File: src/rtl/idu_pkg.sv
// Shared types and constants for the integer divide and modulo pipeline.
package idu_pkg;

   localparam int NumWidth        = 32;
   localparam int DenWidth        = 16;
   localparam int OpWidth         = 2;
   localparam int DefBitsPerStage = 4;

   // Mode codes; any code with the high bit set runs as unsigned 32/16.
   localparam logic [OpWidth-1:0] OP_UDIV16 = 2'd0;
   localparam logic [OpWidth-1:0] OP_SDIV16 = 2'd1;

   typedef struct packed {
      logic [DenWidth-1:0] rem;    // partial remainder
      logic [NumWidth-1:0] num;    // dividend bits shifting out, quotient bits shifting in
      logic [DenWidth-1:0] den;    // divisor magnitude
      logic                neg_q;  // negate quotient at the end
      logic                neg_r;  // negate remainder at the end
      logic                ok;     // divisor nonzero
   } pipe_type;

endpackage

File: src/rtl/idu_prep.sv
// Entry stage: decode the mode, take operand magnitudes and register the beat.
module idu_prep (
   input  logic                             clock,
   input  logic                             reset,
   input  logic                             in_valid,
   output logic                             in_ready,
   input  logic [idu_pkg::OpWidth-1:0]      operation,
   input  logic [idu_pkg::NumWidth-1:0]     numerator,
   input  logic [idu_pkg::DenWidth-1:0]     denominator,
   output logic                             out_valid,
   input  logic                             out_ready,
   output idu_pkg::pipe_type                out_data
);
   import idu_pkg::*;

   logic     valid_ff;
   pipe_type data_ff;
   pipe_type data_in;

   always_comb begin
      data_in       = '0;
      data_in.ok    = |denominator;
      data_in.den   = denominator;
      case (operation)
         OP_UDIV16: begin
            data_in.num = {{(NumWidth-DenWidth){1'b0}}, numerator[DenWidth-1:0]};
         end
         OP_SDIV16: begin
            // magnitude of the most negative value stays 0x8000, read as unsigned
            data_in.num = {{(NumWidth-DenWidth){1'b0}},
                           numerator[DenWidth-1] ? DenWidth'(-numerator[DenWidth-1:0])
                                                 : numerator[DenWidth-1:0]};
            data_in.den = denominator[DenWidth-1] ? DenWidth'(-denominator) : denominator;
            data_in.neg_q = numerator[DenWidth-1] ^ denominator[DenWidth-1];
            data_in.neg_r = numerator[DenWidth-1];
         end
         default: begin
            data_in.num = numerator;
         end
      endcase
   end

   assign in_ready  = !valid_ff || out_ready;
   assign out_valid = valid_ff;
   assign out_data  = data_ff;

   always_ff @(posedge clock) begin
      if (reset) begin
         valid_ff <= 1'b0;
      end else if (in_ready) begin
         valid_ff <= in_valid;
      end
   end

   always_ff @(posedge clock) begin
      if (in_ready && in_valid) begin
         data_ff <= data_in;
      end
   end

endmodule

File: src/rtl/idu_div_stage.sv
// One pipeline stage of restoring division, retiring a few quotient bits.
module idu_div_stage #(
   parameter int BitsPerStage = idu_pkg::DefBitsPerStage
) (
   input  logic              clock,
   input  logic              reset,
   input  logic              in_valid,
   output logic              in_ready,
   input  idu_pkg::pipe_type in_data,
   output logic              out_valid,
   input  logic              out_ready,
   output idu_pkg::pipe_type out_data
);
   import idu_pkg::*;

   logic     valid_ff;
   pipe_type data_ff;
   pipe_type data_in;

   always_comb begin
      logic [DenWidth:0] trial;
      data_in = in_data;
      trial   = '0;
      for (int i = 0; i < BitsPerStage; i++) begin
         trial        = {data_in.rem, data_in.num[NumWidth-1]};
         data_in.num  = {data_in.num[NumWidth-2:0], 1'b0};
         if (trial >= {1'b0, data_in.den}) begin
            data_in.rem    = DenWidth'(trial - {1'b0, data_in.den});
            data_in.num[0] = 1'b1;
         end else begin
            data_in.rem = trial[DenWidth-1:0];
         end
      end
   end

   assign in_ready  = !valid_ff || out_ready;
   assign out_valid = valid_ff;
   assign out_data  = data_ff;

   always_ff @(posedge clock) begin
      if (reset) begin
         valid_ff <= 1'b0;
      end else if (in_ready) begin
         valid_ff <= in_valid;
      end
   end

   always_ff @(posedge clock) begin
      if (in_ready && in_valid) begin
         data_ff <= data_in;
      end
   end

endmodule

File: src/rtl/idu_post.sv
// Exit stage: restore signs, apply the divide-by-zero result, hold the output beat.
module idu_post (
   input  logic                          clock,
   input  logic                          reset,
   input  logic                          in_valid,
   output logic                          in_ready,
   input  idu_pkg::pipe_type             in_data,
   output logic                          out_valid,
   input  logic                          out_ready,
   output logic [idu_pkg::DenWidth-1:0]  quotient,
   output logic [idu_pkg::DenWidth-1:0]  remainder,
   output logic                          valid_divide
);
   import idu_pkg::*;

   logic                valid_ff;
   logic [DenWidth-1:0] quot_ff;
   logic [DenWidth-1:0] quot_in;
   logic [DenWidth-1:0] rem_ff;
   logic [DenWidth-1:0] rem_in;
   logic                ok_ff;

   always_comb begin
      quot_in = in_data.num[DenWidth-1:0];
      rem_in  = in_data.rem;
      if (in_data.neg_q) begin
         quot_in = DenWidth'(-quot_in);
      end
      if (in_data.neg_r) begin
         rem_in = DenWidth'(-rem_in);
      end
      if (!in_data.ok) begin
         quot_in = '0;
         rem_in  = '0;
      end
   end

   assign in_ready     = !valid_ff || out_ready;
   assign out_valid    = valid_ff;
   assign quotient     = quot_ff;
   assign remainder    = rem_ff;
   assign valid_divide = ok_ff;

   always_ff @(posedge clock) begin
      if (reset) begin
         valid_ff <= 1'b0;
      end else if (in_ready) begin
         valid_ff <= in_valid;
      end
   end

   always_ff @(posedge clock) begin
      if (in_ready && in_valid) begin
         quot_ff <= quot_in;
         rem_ff  <= rem_in;
         ok_ff   <= in_data.ok;
      end
   end

endmodule

File: src/rtl/integer_divmod_unit.sv
// Pipelined divide and modulo unit: unsigned 16/16, signed 16/16, unsigned 32/16.
// Takes one beat per cycle while no stall backs up to the request side, and returns
// one result beat per request, in order. The pipeline has one entry stage that takes
// magnitudes, one restoring-division stage per BitsPerStage quotient bits (4 by
// default), and one exit stage that fixes signs. Every stage has its own valid bit
// and moves whenever the stage after it is empty or moving, so bubbles close up
// during a stall and nothing is dropped or repeated. Signed mode truncates toward
// zero with the remainder taking the dividend's sign; a zero divisor returns zero
// quotient and remainder with valid_divide low.
module integer_divmod_unit #(
   parameter int BitsPerStage = idu_pkg::DefBitsPerStage
) (
   input  logic        clock,
   input  logic        reset,
   input  logic        req_tvalid,
   output logic        req_tready,
   input  logic [47:0] req_tdata,   // [31:0] numerator, [47:32] denominator
   input  logic [1:0]  req_tuser,   // [1:0] operation
   output logic        rsp_tvalid,
   input  logic        rsp_tready,
   output logic [31:0] rsp_tdata,   // [15:0] quotient, [31:16] remainder
   output logic [0:0]  rsp_tuser    // [0] valid_divide
);
   import idu_pkg::*;

   localparam int NumStages = NumWidth / BitsPerStage;

   pipe_type link_data  [0:NumStages];
   logic     link_valid [0:NumStages];
   logic     link_ready [0:NumStages];

   idu_prep u_prep (
      .clock       (clock),
      .reset       (reset),
      .in_valid    (req_tvalid),
      .in_ready    (req_tready),
      .operation   (req_tuser),
      .numerator   (req_tdata[31:0]),
      .denominator (req_tdata[47:32]),
      .out_valid   (link_valid[0]),
      .out_ready   (link_ready[0]),
      .out_data    (link_data[0])
   );

   for (genvar s = 0; s < NumStages; s++) begin : g_stage
      idu_div_stage #(
         .BitsPerStage (BitsPerStage)
      ) u_stage (
         .clock     (clock),
         .reset     (reset),
         .in_valid  (link_valid[s]),
         .in_ready  (link_ready[s]),
         .in_data   (link_data[s]),
         .out_valid (link_valid[s+1]),
         .out_ready (link_ready[s+1]),
         .out_data  (link_data[s+1])
      );
   end

   idu_post u_post (
      .clock        (clock),
      .reset        (reset),
      .in_valid     (link_valid[NumStages]),
      .in_ready     (link_ready[NumStages]),
      .in_data      (link_data[NumStages]),
      .out_valid    (rsp_tvalid),
      .out_ready    (rsp_tready),
      .quotient     (rsp_tdata[15:0]),
      .remainder    (rsp_tdata[31:16]),
      .valid_divide (rsp_tuser[0])
   );

endmodule

File: config.mk
export PLATFORM = sky130hd
export DESIGN_NAME = integer_divmod_unit
export DESIGN_NICKNAME = d
export VERILOG_FILES = /design/src/rtl/idu_pkg.sv /design/src/rtl/idu_prep.sv /design/src/rtl/idu_div_stage.sv /design/src/rtl/idu_post.sv /design/src/rtl/integer_divmod_unit.sv
export SDC_FILE = /design/constraint.sdc
export NUM_CORES = 2
export LEC_CHECK = 0
export BUFFER_PORTS_ARGS = -buffer_cell sky130_fd_sc_hd__buf_2
export CAP_MARGIN = 30
export CORE_ASPECT_RATIO = 0.9
export CORE_UTILIZATION = 45
export DETAILED_ROUTE_END_ITERATION = 10
export PLACE_DENSITY = 0.61
export SYNTH_ARGS = -nofsm -noshare
export SYNTH_HDL_FRONTEND = slang
export SYNTH_SLANG_ARGS = --single-unit
File: constraint.sdc
create_clock -name clock -period 12.9 [get_ports clock]
set_input_delay 1.935 -clock clock [delete_from_list [all_inputs] [get_ports clock]]
set_output_delay 1.935 -clock clock [all_outputs]
set_load 0.01 [all_outputs]
==> results by group <==
Route
  • Via density: 5.79
  • Routed WL per cell: 19.6 um
  • Initial DRC count: 2858
  • Drt total wl: 123 mm
  • First-pass DRT Iterations: 6
  • Total number of vias: 36200
  • Residual DRC: 0
  • Final ANT Viol Nets: 0

Place
  • GPL Wtd Cong: 0.943
  • PortBufs: 88
  • Post-DP HPWL: 97.8 mm

Synthesis
  • Yosys top cell by area: edfxtp_1
  • Yosys Warn Count: 0
  • Net Count, Synth: 5330
  • Top FF cell, synth: edfxtp_1
  • Seq/Total Area, Yosys: 0.335
  • Top cells by count, synth: ha_1 (502), edfxtp_1 (500), a21oi_1 (415), inv_1 (350), nand2_1 (299)
  • Ys async rst share: 0
  • Top post-synthesis cells by area: edfxtp_1 (33%), ha_1 (14%), xnor2_1 (5.5%)
  • Post-synthesis cell area: 45400 um2
  • Most common cell in the netlist: ha_1
  • Yosys reg bits: 510
  • Area fraction of the dominant cell type after synthesis: 0.330
  • Yosys cell types: 100
  • Post-synth EDFFs: 500
  • Mapped Avg Cell Area: 9.58 um2
  • Gate Count Post-Synth: around 4700

Critical path
  • R2R Path Start: g_stage[5].u_stage.out_data[15]$_DFFE_PP_
  • Reg2Reg Capture Point: g_stage[6].u_stage.out_data[53]$_DFFE_PP_
  • WP data required: 13330 ps
  • Largest stage delay on the critical path: between 500 and 600 ps
  • Worst-path maximum fanout: 24
  • Worst EP arrival: ~13000 ps
  • R2R Setup Slk: 620 ps
  • Register-to-Register Path Depth: 46
  • Slowest CP cell: edfxtp_1
  • CP startpoint kind: register
  • Nature of the critical path endpoint: register
  • Crit Path Category: register to register

Global route
  • Largest net degree at the start of global routing: 64
  • Global-route wire length before repair: 191 mm
  • GRT overflow: 0
  • Vias in the first global route: 33800
  • Initial antenna violation count: 7
  • GRT Total Usage: 0.238

CTS
  • Clk slew on worst S/H paths: roughly 60 ps
  • CTS buffer count: 57
  • # hold bufs at CTS: 0
  • CTS tree: built
  • Clock root cell: clkbuf_16
  • CTS Buffer Depth: 3
  • Clock latency at the later pin of the worst-skew pair: 660 ps
  • H-tree levels: 2
  • Sink Count: 510

STA
  • RSZ-0062 raised after global routing: false
  • Final Hold Fails: 0
  • Highest clock rate: ~80 MHz
  • Final Critical Period: 12280 ps
  • Final setup fails: 0
  • Slew HR: 0.366
  • Worst Clk Skew: 45.2 ps
  • Final slew viol count: 0
  • Fin Setup TNS: 0 ps
  • Final period util: 0.952
  • Worst Tran Pin Value: 951 ps

Floorplan
  • Core Region: 100000 um2
  • Die W: 337 um
  • Die Y: 303 um
  • Io pins: ~90
  • Row cnt: 110
  • Die area: 102000 um2
  • Initial Util: 0.454

Status
  • Status: finished clean

Final layout
  • Fin nets: 5446
  • Share of layout cells above drive strength 1: 0.109
  • Final core utilization: 0.496
  • Synth-to-Final Area Change: 9.16%

Worst hold path
  • Worst Hold Depth: 0
  • Sink of the worst hold path: g_stage[3].u_stage.out_data[48]$_DFFE_PP_
  • Hold crit path type: register to register
  • Hold_sp: g_stage[2].u_stage.out_data[44]$_DFFE_PP_

Run
  • Max Cap Viol: 0
==> routing by layer <==
| metal | share of wire | GRT usage | wire length [um] |
|---|---|---|---|
| met1 | 0.50 | 0.354 | 60800 |
| met2 | 0.42 | 0.355 | 51000 |
| met3 | 0.064 | 0.0422 | 7830 |
| met4 | 0.024 | 0.0577 | 3000 |
| met5 | 0.00011 | 0 | 13 |
==> area by class of cell <==
type / instances / area [um2]
well taps: 1344 / 1680
flip-flops and latches: 510 / 15200
clock buffers: 61 / 1460
multi-input cells: 3804 / 28600
inverters: 354 / 1330
clock inverters: 44 / 478
fillers: 9299 / 50500
repair buffers: 132 / 791
diodes: 1 / 2.50
==> registers in the layout (all words and copies together) (netlist names) <==
register,cells
u_post.out_valid,1
u_post.remainder,16
u_prep.out_data,51
u_post.valid_divide,1
u_prep.out_valid,1
u_post.quotient,16
g_stage.u_stage.out_data,416
g_stage.u_stage.out_valid,8
==> kinds of logic (layout without fill, tap and decap cells) <==
logic type                 Yosys count  count (layout)  share of synthesized area
AOI/OAI and AO/OA                 1314            1314                      0.190
and+or+nand+nor                   1262            1262                      0.138
adders and majority gates          533             533                      0.152
DFF                                510             510                      0.335
buffers and inverters              429             591                     0.0375
xor gates and xnor gates           411             411                     0.0792
muxes                              284             284                     0.0692
other                                0               1                          0
==> timing repair <==
action | 4_1_cts | 5_1_grt
endpoints found under the setup margin | 0 | 17
resized for setup | 0 | 3
buffers inserted | 0 | 1
==> cell usage in the layout (no fill, tap or decap), drive strengths merged, types with 34 or more instances in the layout <==
cell type  instances
mux2i             66
a21o             154
nor2b             72
ha               502
xnor2            283
buf              132
o21ai            250
nand2            302
or2               36
nand4             65
xor2             128
and2              71
o21bai            47
mux2             218
inv              358
a211oi            34
edfxtp           500
nand2b            58
o21a              75
and3              44
o31ai             35
o211ai            43
or3               35
a21oi            417
nand3            101
clkbuf            61
nor2             297
nor3             108
==> through the flow <==
| stage | area (um2) | cells | hold WS (ps) | setup slack (ps) |
|---|---|---|---|---|
| final | 49600 | 6250 | 397 | 619 |
| after global routing | 49600 | 6250 | 405 | 109 |
| after CTS | 49600 | 6247 | 399 | 449 |
| after detailed placement | 47600 | 6142 | 405 | 548 |
| after global placement | 47600 | 6141 | 400 | 573 |
| after floorplan | 45400 | 4743 | 400 | 1940 |
==> critical path, delay by kind of cell, from the launching register on <==
kind | cells | cell delay (ps)
buf+inv | 8 | 1330
compound gates | 21 | 5740
simple gates | 11 | 2320
flops | 1 | 540
fa+ha+maj | 4 | 1510
mux | 2 | 580
==> worst max-delay path by stage <==
stage,depth (start not counted),from,end,slack (ps)
6_report,46,g_stage[5].u_stage.out_data[15]$_DFFE_PP_,g_stage[6].u_stage.out_data[53]$_DFFE_PP_,620
2_1_floorplan,52,g_stage[2].u_stage.out_data[4]$_DFFE_PP_,g_stage[3].u_stage.out_data[57]$_DFFE_PP_,1940
5_1_grt,46,g_stage[5].u_stage.out_data[15]$_DFFE_PP_,g_stage[6].u_stage.out_data[53]$_DFFE_PP_,110
4_1_cts,48,g_stage[5].u_stage.out_data[4]$_DFFE_PP_,g_stage[6].u_stage.out_data[53]$_DFFE_PP_,450
3_3_place_gp,46,g_stage[5].u_stage.out_data[4]$_DFFE_PP_,g_stage[6].u_stage.out_data[53]$_DFFE_PP_,570
3_5_place_dp,47,g_stage[5].u_stage.out_data[4]$_DFFE_PP_,g_stage[6].u_stage.out_data[66]$_DFFE_PP_,550
Power is not shown: default switching activity piles up to over one toggle a cycle in this logic, so the estimate is an artifact.
